[config.mk]
export PLATFORM = sky130hd
export DESIGN_NAME = trickle_interval_timer_core_flat
export DESIGN_NICKNAME = d
export VERILOG_FILES = /design/src/sv/tit_pkg.sv /design/src/sv/tit_if.sv /design/src/sv/tit_datapath.sv /design/src/sv/tit_ctrl.sv /design/src/sv/trickle_interval_timer_core.sv /design/src/flat_wrapper.sv
export SDC_FILE = /design/constraint.sdc
export NUM_CORES = 1
export LEC_CHECK = 0
export ABC_AREA = 1
export BUFFER_PORTS_ARGS = -buffer_cell sky130_fd_sc_hd__buf_4
export CORE_MARGIN = 3
export CORE_UTILIZATION = 60
export DETAILED_ROUTE_END_ITERATION = 8
export MAX_ROUTING_LAYER = met4
export PLACE_DENSITY = 0.85
export SETUP_SLACK_MARGIN = 0.1
export SLEW_MARGIN = 20
export SYNTH_ARGS = -nofsm -noshare
export SYNTH_HDL_FRONTEND = slang
export SYNTH_HIERARCHICAL = 1
export SYNTH_SLANG_ARGS = --single-unit
export TNS_END_PERCENT = 30
[constraint.sdc]
create_clock -name clk_i -period 8.45 [get_ports clk_i]
set_clock_uncertainty 0.2 [all_clocks]
set_input_delay 1.69 -clock clk_i [delete_from_list [all_inputs] [get_ports clk_i]]
set_output_delay 1.69 -clock clk_i [all_outputs]
set_load 0.01 [all_outputs]
[src/sv/tit_pkg.sv]
package tit_pkg;

  localparam int unsigned MinWidth   = 16;
  localparam int unsigned DblWidth   = 5;
  localparam int unsigned IntvWidth  = 32;
  localparam int unsigned CfgWidth   = 16;
  localparam int unsigned CntWidth   = 5;

  localparam logic [MinWidth-1:0] INTERVAL_MIN_RESET  = 16'd8;
  localparam logic [DblWidth-1:0] MAX_DOUBLINGS_RESET = 5'd16;
  localparam logic [DblWidth-1:0] DOUBLINGS_LIMIT     = 5'd16;
  localparam logic [CntWidth-1:0] DIV_LAST_STEP       = 5'd31;

  localparam logic REG_INTERVAL_MIN  = 1'b0;
  localparam logic REG_MAX_DOUBLINGS = 1'b1;

  typedef enum logic [1:0] {
    CMD_TICK        = 2'd0,
    CMD_COND_RESET  = 2'd1,
    CMD_FORCE_RESET = 2'd2
  } cmd_e;

  typedef struct packed {
    logic [1:0]           command;
    logic [IntvWidth-1:0] random_value;
  } in_item_t;

  typedef struct packed {
    logic                 send_now;
    logic                 running;
    logic [IntvWidth-1:0] current_interval;
    logic [IntvWidth-1:0] chosen_interval;
    logic [IntvWidth-1:0] time_left;
  } out_item_t;

  typedef struct packed {
    logic load_item;
    logic eval;
    logic div_init;
    logic div_step;
    logic finish;
    logic load_out;
  } ctl_t;

  typedef struct packed {
    logic pick;
    logic half_zero;
    logic div_last;
  } sts_t;

endpackage

[src/sv/tit_if.sv]
interface tit_in_if import tit_pkg::*; ();
  logic     valid;
  logic     ready;
  in_item_t data;

  modport source (output valid, output data, input ready);
  modport sink   (input valid, input data, output ready);
endinterface

interface tit_out_if import tit_pkg::*; ();
  logic      valid;
  logic      ready;
  out_item_t data;

  modport source (output valid, output data, input ready);
  modport sink   (input valid, input data, output ready);
endinterface

[src/sv/tit_datapath.sv]
module tit_datapath import tit_pkg::*; (
  input  logic                 clk_i,
  input  logic                 rst_ni,
  input  logic                 cfg_we_i,
  input  logic                 cfg_idx_i,
  input  logic [CfgWidth-1:0]  cfg_data_i,
  input  in_item_t             item_i,
  input  ctl_t                 ctl_i,
  output sts_t                 sts_o,
  output out_item_t            rsp_o
);

  logic [MinWidth-1:0]  min_q;
  logic [DblWidth-1:0]  dbl_q;
  logic [1:0]           cmd_q;
  logic                 active_q, active_d;
  logic                 send_q, send_d;
  logic [IntvWidth-1:0] cur_q, cur_d;
  logic [IntvWidth-1:0] picked_q, picked_d;
  logic [IntvWidth-1:0] cd_q, cd_d;
  logic [IntvWidth-1:0] rem_q, rem_d;
  logic [IntvWidth-1:0] shf_q, shf_d;
  logic [CntWidth-1:0]  cnt_q, cnt_d;
  out_item_t            rsp_q;

  logic [DblWidth-1:0]  dcl;
  logic [IntvWidth-1:0] cap;
  logic [IntvWidth:0]   dbl33;
  logic [IntvWidth-1:0] grown;
  logic [IntvWidth-1:0] cd_dec;
  logic [IntvWidth-1:0] half;
  logic [IntvWidth-1:0] rem_sh;
  logic [IntvWidth-1:0] min32;
  logic                 pick;

  assign min32  = {{(IntvWidth-MinWidth){1'b0}}, min_q};
  assign dcl    = (dbl_q > DOUBLINGS_LIMIT) ? DOUBLINGS_LIMIT : dbl_q;
  assign cap    = min32 << dcl;
  assign dbl33  = {cur_q, 1'b0};
  assign grown  = (dbl33 < {1'b0, cap}) ? dbl33[IntvWidth-1:0] : cap;
  assign cd_dec = (cd_q != '0) ? cd_q - 1'b1 : '0;
  assign half   = {1'b0, cur_q[IntvWidth-1:1]};
  assign rem_sh = {rem_q[IntvWidth-2:0], shf_q[IntvWidth-1]};

  always_comb begin
    active_d = active_q;
    send_d   = send_q;
    cur_d    = cur_q;
    picked_d = picked_q;
    cd_d     = cd_q;
    rem_d    = rem_q;
    shf_d    = shf_q;
    cnt_d    = cnt_q;
    pick     = 1'b0;
    case (cmd_e'(cmd_q))
      CMD_TICK: begin
        if (active_q && cd_dec == '0) begin
          pick = 1'b1;
        end
      end
      CMD_COND_RESET: begin
        pick = !active_q || (cur_q > min32);
      end
      CMD_FORCE_RESET: begin
        pick = 1'b1;
      end
      default: begin
        pick = 1'b0;
      end
    endcase
    if (ctl_i.eval) begin
      send_d = 1'b0;
      if (cmd_e'(cmd_q) == CMD_TICK) begin
        if (active_q) begin
          cd_d = cd_dec;
          if (pick) begin
            send_d = 1'b1;
            cur_d  = grown;
          end
        end
      end else if (pick) begin
        cur_d    = min32;
        active_d = 1'b1;
      end
    end
    // hold the draw of the accepted request for the divider
    if (ctl_i.load_item) begin
      shf_d = item_i.random_value;
    end
    if (ctl_i.div_init) begin
      rem_d = '0;
      cnt_d = '0;
    end
    if (ctl_i.div_step) begin
      // restoring step: one quotient bit per cycle, keep the remainder only
      rem_d = (rem_sh >= half) ? rem_sh - half : rem_sh;
      shf_d = {shf_q[IntvWidth-2:0], 1'b0};
      cnt_d = cnt_q + 1'b1;
    end
    if (ctl_i.finish) begin
      picked_d = cur_q - rem_q;
      cd_d     = cur_q - rem_q;
    end
  end

  always_ff @(posedge clk_i or negedge rst_ni) begin
    if (!rst_ni) begin
      min_q    <= INTERVAL_MIN_RESET;
      dbl_q    <= MAX_DOUBLINGS_RESET;
      active_q <= 1'b0;
      cur_q    <= '0;
      picked_q <= '0;
      cd_q     <= '0;
      send_q   <= 1'b0;
      cnt_q    <= '0;
    end else begin
      if (cfg_we_i) begin
        if (cfg_idx_i == REG_INTERVAL_MIN) begin
          min_q <= cfg_data_i[MinWidth-1:0];
        end else begin
          dbl_q <= cfg_data_i[DblWidth-1:0];
        end
      end
      active_q <= active_d;
      cur_q    <= cur_d;
      picked_q <= picked_d;
      cd_q     <= cd_d;
      send_q   <= send_d;
      cnt_q    <= cnt_d;
    end
  end

  always_ff @(posedge clk_i) begin
    rem_q <= rem_d;
    shf_q <= shf_d;
    if (ctl_i.load_item) begin
      cmd_q <= item_i.command;
    end
    if (ctl_i.load_out) begin
      rsp_q.send_now         <= send_q;
      rsp_q.running          <= active_q;
      rsp_q.current_interval <= cur_q;
      rsp_q.chosen_interval  <= picked_q;
      rsp_q.time_left        <= cd_q;
    end
  end

  assign sts_o.pick      = pick;
  assign sts_o.half_zero = (half == '0);
  assign sts_o.div_last  = (cnt_q == DIV_LAST_STEP);
  assign rsp_o           = rsp_q;

  a_finish_loads_countdown: assert property (@(posedge clk_i) disable iff (!rst_ni)
    ctl_i.finish |=> cd_q == picked_q)
    else $error("countdown not reloaded with chosen interval");

  a_pick_in_range: assert property (@(posedge clk_i) disable iff (!rst_ni)
    ctl_i.finish |=> picked_q <= cur_q)
    else $error("chosen interval above current interval");

  a_send_needs_running: assert property (@(posedge clk_i) disable iff (!rst_ni)
    send_q |-> active_q)
    else $error("send flagged on a stopped timer");

endmodule

[src/sv/tit_ctrl.sv]
module tit_ctrl import tit_pkg::*; (
  input  logic clk_i,
  input  logic rst_ni,
  input  logic req_valid_i,
  output logic req_ready_o,
  output logic rsp_valid_o,
  input  logic rsp_ready_i,
  input  sts_t sts_i,
  output ctl_t ctl_o
);

  typedef enum logic [2:0] {
    S_IDLE,
    S_EVAL,
    S_PREP,
    S_DIV,
    S_FIN,
    S_EMIT
  } state_e;

  state_e state_q;
  logic   out_valid_q;
  logic   emit_go;

  assign emit_go = !out_valid_q || rsp_ready_i;

  always_comb begin
    ctl_o           = '0;
    ctl_o.load_item = (state_q == S_IDLE) && req_valid_i;
    ctl_o.eval      = (state_q == S_EVAL);
    ctl_o.div_init  = (state_q == S_EVAL);
    ctl_o.div_step  = (state_q == S_DIV);
    ctl_o.finish    = (state_q == S_FIN);
    ctl_o.load_out  = (state_q == S_EMIT) && emit_go;
  end

  always_ff @(posedge clk_i or negedge rst_ni) begin
    if (!rst_ni) begin
      state_q     <= S_IDLE;
      out_valid_q <= 1'b0;
    end else begin
      if (state_q == S_EMIT && emit_go) begin
        out_valid_q <= 1'b1;
      end else if (out_valid_q && rsp_ready_i) begin
        out_valid_q <= 1'b0;
      end
      case (state_q)
        S_IDLE: begin
          if (req_valid_i) state_q <= S_EVAL;
        end
        S_EVAL: begin
          state_q <= sts_i.pick ? S_PREP : S_EMIT;
        end
        S_PREP: begin
          // skip the divider when half the interval is zero
          state_q <= sts_i.half_zero ? S_FIN : S_DIV;
        end
        S_DIV: begin
          if (sts_i.div_last) state_q <= S_FIN;
        end
        S_FIN: begin
          state_q <= S_EMIT;
        end
        S_EMIT: begin
          if (emit_go) state_q <= S_IDLE;
        end
        default: begin
          state_q <= S_IDLE;
        end
      endcase
    end
  end

  assign req_ready_o = (state_q == S_IDLE);
  assign rsp_valid_o = out_valid_q;

  a_div_ends: assert property (@(posedge clk_i) disable iff (!rst_ni)
    (state_q == S_DIV && sts_i.div_last) |=> state_q == S_FIN)
    else $error("divider did not hand over to finish");

  a_valid_from_emit: assert property (@(posedge clk_i) disable iff (!rst_ni)
    $rose(out_valid_q) |-> $past(state_q == S_EMIT))
    else $error("response raised outside emit");

  a_emit_waits: assert property (@(posedge clk_i) disable iff (!rst_ni)
    (state_q == S_EMIT && out_valid_q && !rsp_ready_i) |=> state_q == S_EMIT)
    else $error("response overwritten before taken");

endmodule

[src/sv/trickle_interval_timer_core.sv]
// A request goes from IDLE to EVAL, then to EMIT when no new interval is picked;
// else to PREP, then to FIN through the bit-serial remainder unit in DIV (skipped
// when half the interval is zero), then to EMIT. One request at a time; the next
// request is taken the cycle after the response is loaded into the output register.
// Reset (asynchronous, active low): timer stopped, intervals and countdown 0,
// interval_min 8, max_doublings 16, no response pending.
module trickle_interval_timer_core import tit_pkg::*; (
  input  logic                clk_i,
  input  logic                rst_ni,
  input  logic                cfg_we_i,
  input  logic                cfg_idx_i,
  input  logic [CfgWidth-1:0] cfg_data_i,
  tit_in_if.sink              req_i,
  tit_out_if.source           rsp_o
);

  ctl_t      ctl;
  sts_t      sts;
  out_item_t rsp_data;
  logic      req_ready;
  logic      rsp_valid;

  tit_ctrl u_ctrl (
    .clk_i       (clk_i),
    .rst_ni      (rst_ni),
    .req_valid_i (req_i.valid),
    .req_ready_o (req_ready),
    .rsp_valid_o (rsp_valid),
    .rsp_ready_i (rsp_o.ready),
    .sts_i       (sts),
    .ctl_o       (ctl)
  );

  tit_datapath u_datapath (
    .clk_i      (clk_i),
    .rst_ni     (rst_ni),
    .cfg_we_i   (cfg_we_i),
    .cfg_idx_i  (cfg_idx_i),
    .cfg_data_i (cfg_data_i),
    .item_i     (req_i.data),
    .ctl_i      (ctl),
    .sts_o      (sts),
    .rsp_o      (rsp_data)
  );

  assign req_i.ready = req_ready;
  assign rsp_o.valid = rsp_valid;
  assign rsp_o.data  = rsp_data;

endmodule
[src/flat_wrapper.sv]
// flat-port wrapper written by rule: the top's interface ports become plain ports
module trickle_interval_timer_core_flat import tit_pkg::*;
  (clk_i, rst_ni, cfg_we_i, cfg_idx_i, cfg_data_i, req_i_valid, req_i_data, req_i_ready, rsp_o_valid, rsp_o_data, rsp_o_ready);
  tit_in_if req_i_i ();
  tit_out_if rsp_o_i ();
  input  logic clk_i;
  input  logic rst_ni;
  input  logic cfg_we_i;
  input  logic cfg_idx_i;
  input  logic [CfgWidth-1:0] cfg_data_i;
  input wire logic [$bits(req_i_i.valid)-1:0] req_i_valid;
  input wire logic [$bits(req_i_i.data)-1:0] req_i_data;
  output wire logic [$bits(req_i_i.ready)-1:0] req_i_ready;
  output wire logic [$bits(rsp_o_i.valid)-1:0] rsp_o_valid;
  output wire logic [$bits(rsp_o_i.data)-1:0] rsp_o_data;
  input wire logic [$bits(rsp_o_i.ready)-1:0] rsp_o_ready;
  assign req_i_i.valid = req_i_valid;
  assign req_i_i.data = req_i_data;
  assign req_i_ready = req_i_i.ready;
  assign rsp_o_valid = rsp_o_i.valid;
  assign rsp_o_data = rsp_o_i.data;
  assign rsp_o_i.ready = rsp_o_ready;
  trickle_interval_timer_core u_core (.clk_i(clk_i), .rst_ni(rst_ni), .cfg_we_i(cfg_we_i), .cfg_idx_i(cfg_idx_i), .cfg_data_i(cfg_data_i), .req_i(req_i_i), .rsp_o(rsp_o_i));
endmodule
==> results.sh <==
export IMPL_status="finished clean"
export IMPL_internal_power_uw=4286
export IMPL_dieArea_um2=33380
export IMPL_grt_util_all_layers_pct=35.51
export IMPL_grt_max_degree=55
export IMPL_ys_flop_type="edfxtp_1"
export IMPL_die_height_um=182.7
export IMPL_synth_most_common_cell="nand2_1"
export IMPL_yosysSeqAreaShare_pct=43.35
export IMPL_grt_pass1_wl_mm=91.19
export IMPL_peakVddDrop_mv=0.2864
export IMPL_syn_num_nets=2618
export IMPL_cp_endpoint="u_core/u_datapath/cur_q[0]"
export IMPL_core_um2=30670
export IMPL_root_buffer="clkbuf_16"
export IMPL_rows=64
export IMPL_power_frac_seq_pct=31.4
export IMPL_hpwl_mm=44.27
export IMPL_netlist_area_leader_share_pct=26.13
export IMPL_die_x_um=182.7
export IMPL_p_comb_share_pct=52.6
export IMPL_power_frac_clock_pct=16.0
export IMPL_synth_edf_count=163
export IMPL_syn_area_per_cell_um2=7.652
export IMPL_worst_path_max_fanout=48
export IMPL_start_util_pct=61.08
export IMPL_p_sw_share_pct=47.82
export IMPL_worstPathCellList="inv_1, nand2_1, o21ai_0, nand2_1, o21ai_0, o21ai_0, nand2_1, nand3_1, ha_1, inv_1, nor2_1, nand3_1, nor2_1, nand2_1, nor2_1, nand2_1, nand3_1, buf_4, nand3_1, o21ai_0, nand3_1, nand2_1"
export IMPL_path_common_cell="nand2_1"
export IMPL_wl_per_cell_um=19.56
export IMPL_grt_pass1_vias=16706
export IMPL_yosys_area_top_type="edfxtp_1"
export IMPL_grt_antenna_before_repair=0
export IMPL_ys_top_cells_by_area="edfxtp_1 26%, dfrtp_1 17%, nand2_1 14%, ha_1 7.5%, nor2_1 5.6%"
export IMPL_clock_path_buffers=3
export IMPL_postCtsResizedCells=0
export IMPL_dr_pass1_iters=6
export IMPL_arrival_ns=5.73
export IMPL_synthTopCellsByCount="684 x nand2_1, 279 x nor2_1, 246 x inv_1"
export IMPL_worst_slew_pin_slew_ns=1.031
export IMPL_min_period_ns=5.409
export IMPL_worstHoldPathType="reg2reg"
export IMPL_maxSlewViolCount=0
export IMPL_fin_nets=2753
export IMPL_via_per_inst=5.929
export IMPL_clk_latency_ns=0.58
export IMPL_hold_viol=0
export IMPL_netlist_area_um2=18730
export IMPL_slowest_stage="nand2_1"
export IMPL_period_share_pct=64.01
export IMPL_setup_viol=0
export IMPL_r2r_end="u_core/u_datapath/cur_q[0]"
export IMPL_globalRoute_totalOverflow=0
export IMPL_clkTransAtPathRegs_ns=0.07
export IMPL_antenna_left=0
export IMPL_synth_seq_cells=292
export IMPL_ys_types=49
export IMPL_area_growth_pct=13.30
export IMPL_reg2reg_from="u_core/u_datapath/dbl_q[4]"
export IMPL_cp_start_kind="flip-flop"
export IMPL_cpLargestDelayFamily="simple AND/OR/NAND/NOR gates"
export IMPL_fin_setup_tns_ns=0
export IMPL_cellLeakagePower_uw=0.01005
export IMPL_slowest_delay_ns=0.72
export IMPL_diodes=0
export IMPL_numPortBuffers=155
export IMPL_drt_iter0_drc=2082
export IMPL_post_cts_buffers=0
export IMPL_rr_worst_depth=22
export IMPL_synth_cells=2448
export IMPL_cp_startpoint="u_core/u_datapath/dbl_q[4]"
export IMPL_async_flop_share_pct=43.84
export IMPL_gp_congestion=1.021
export IMPL_io_pins=156
export IMPL_cts_tree="done"
export IMPL_drc=0
export IMPL_worst_setup_path_type="reg2reg"
export IMPL_ys_warn_count=6
export IMPL_cts_buffers=31
export IMPL_crit_cells=22
export IMPL_fmax_mhz=184.9
export IMPL_cts_sinks=292
export IMPL_power_switching_uw=3927
export IMPL_preCtsSetupSlack_ns=3.199
export IMPL_drv_cap=0
export IMPL_max_slew_margin_pct=31.03
export IMPL_hold_buffers=0
export IMPL_critPathBufInv=3
export IMPL_setup_ws_ns=3.041
export IMPL_rrSetupSlack_ns=3.04
export IMPL_power_density_nw_per_um2=386.9
export IMPL_h_tree_depth=1
export IMPL_crit_required_ns=8.77
export IMPL_drive_gt1_share_pct=10.20
export IMPL_route_vias_total=17810
export IMPL_routed_wl_mm=58.76
export IMPL_rsz0062_at_grt="false"
export IMPL_end_kind="flip-flop"
logic make-up after synthesis:
logic type	count (synthesis)	share of synthesized area, %
AO/OA/AOI/OAI	408	11.93
XOR/XNOR	42	1.964
adder cells (fa/ha/maj)	114	7.694
buffers and inverters	330	7.020
flip-flops	292	43.35
AND/OR/NAND/NOR	1262	28.05
layout make-up:
cell class / instances / area, um2
fill: 2565 / 9445
multi-input combinational: 1826 / 9331
sequential: 292 / 8120
timing repair buffer: 182 / 1366
inverter: 250 / 938.4
clock buffer: 44 / 854.6
tap: 396 / 495.5
clock inverter: 14 / 117.6
placed cells by master, fill, tap and decap left out, types with 4 or more instances in the layout:
cell	Yosys	layout
a21boi_0	5	5
a21o_1	8	8
a21oi_1	139	138
a22oi_1	7	7
a31oi_1	18	18
buf_4	7	182
clkbuf_1	48	10
clkbuf_16	0	31
clkinv_2	0	6
dfrtp_1	126	126
edfxtp_1	163	163
ha_1	112	112
inv_1	246	246
nand2_1	684	684
nand3_1	190	189
nand3b_1	6	6
nand4_1	40	40
nor2_1	279	276
nor2_2	12	14
nor3_1	26	25
nor4_1	11	11
o211ai_1	10	10
o21a_1	7	7
o21ai_0	183	183
o21ai_1	4	4
o21bai_1	15	15
or2_2	4	4
xnor2_1	16	16
xor2_1	26	26
worst min-delay path by stage:
stage	startpoint	cells past startpoint	to	slack, ns
after global routing	u_core/u_datapath/picked_q[7]	0	u_core/u_datapath/rsp_o[39]	0.25
after detailed placement	u_core/u_datapath/picked_q[23]	0	u_core/u_datapath/rsp_o[55]	0.23
after CTS	u_core/u_datapath/picked_q[7]	0	u_core/u_datapath/rsp_o[39]	0.25
after global placement	u_core/u_datapath/picked_q[1]	0	u_core/u_datapath/rsp_o[33]	0.23
after floorplan	u_core/u_datapath/picked_q[0]	0	u_core/u_datapath/rsp_o[32]	0.23
final	u_core/u_datapath/picked_q[23]	0	u_core/u_datapath/rsp_o[55]	0.25
registers in the layout, indices dropped and copies added (netlist names), 3 cells and up:
name	flops
u_core/u_datapath/cnt_q	5
u_core/u_datapath/rsp_o	98
u_core/u_datapath/cd_q	32
u_core/u_datapath/picked_q	32
u_core/u_datapath/cur_q	32
u_core/u_datapath/min_q	16
u_core/u_datapath/dbl_q	5
u_core/u_ctrl/state_q	3
u_core/u_datapath/shf_q	32
u_core/u_datapath/rem_q	32
metal layers:
| layer | track usage [%] | vias up | wire, um |
|---|---|---|---|
| li1 | - | 8441 | - |
| met1 | 47.15 | 8318 | 24030 |
| met2 | 56.04 | 883 | 27170 |
| met3 | 4.026 | 168 | 4705 |
| met4 | 14.53 | 0 | 2858 |
| met5 | - | - | 0 |
power groups by stage:
stage / clock, uW / combinational, uW / sequential, uW
2_1_floorplan: 0 / 3090 / 2420
3_3_place_gp: 0 / 4130 / 2560
3_5_place_dp: 0 / 4210 / 2580
4_1_cts: 1330 / 4250 / 2560
5_1_grt: 1380 / 4830 / 2610
6_report: 1310 / 4320 / 2580
stage by stage:
step | total power, uW | instances | instance area [um2] | util [%] | hold WS, ns
after CTS | 8130 | 3004 | 21220 | 69.19 | 0.2454
after global routing | 8828 | 3004 | 21220 | 69.20 | 0.2493
final | 8212 | 3004 | 21220 | 69.20 | 0.2451
after detailed placement | 6794 | 2946 | 20250 | 66.02 | 0.2311
after global placement | 6686 | 2946 | 20250 | 66.02 | 0.2274
after floorplan | 5516 | 2448 | 18730 | - | 0.2253
No activity file was read; power rests on OpenSTA's default activity.
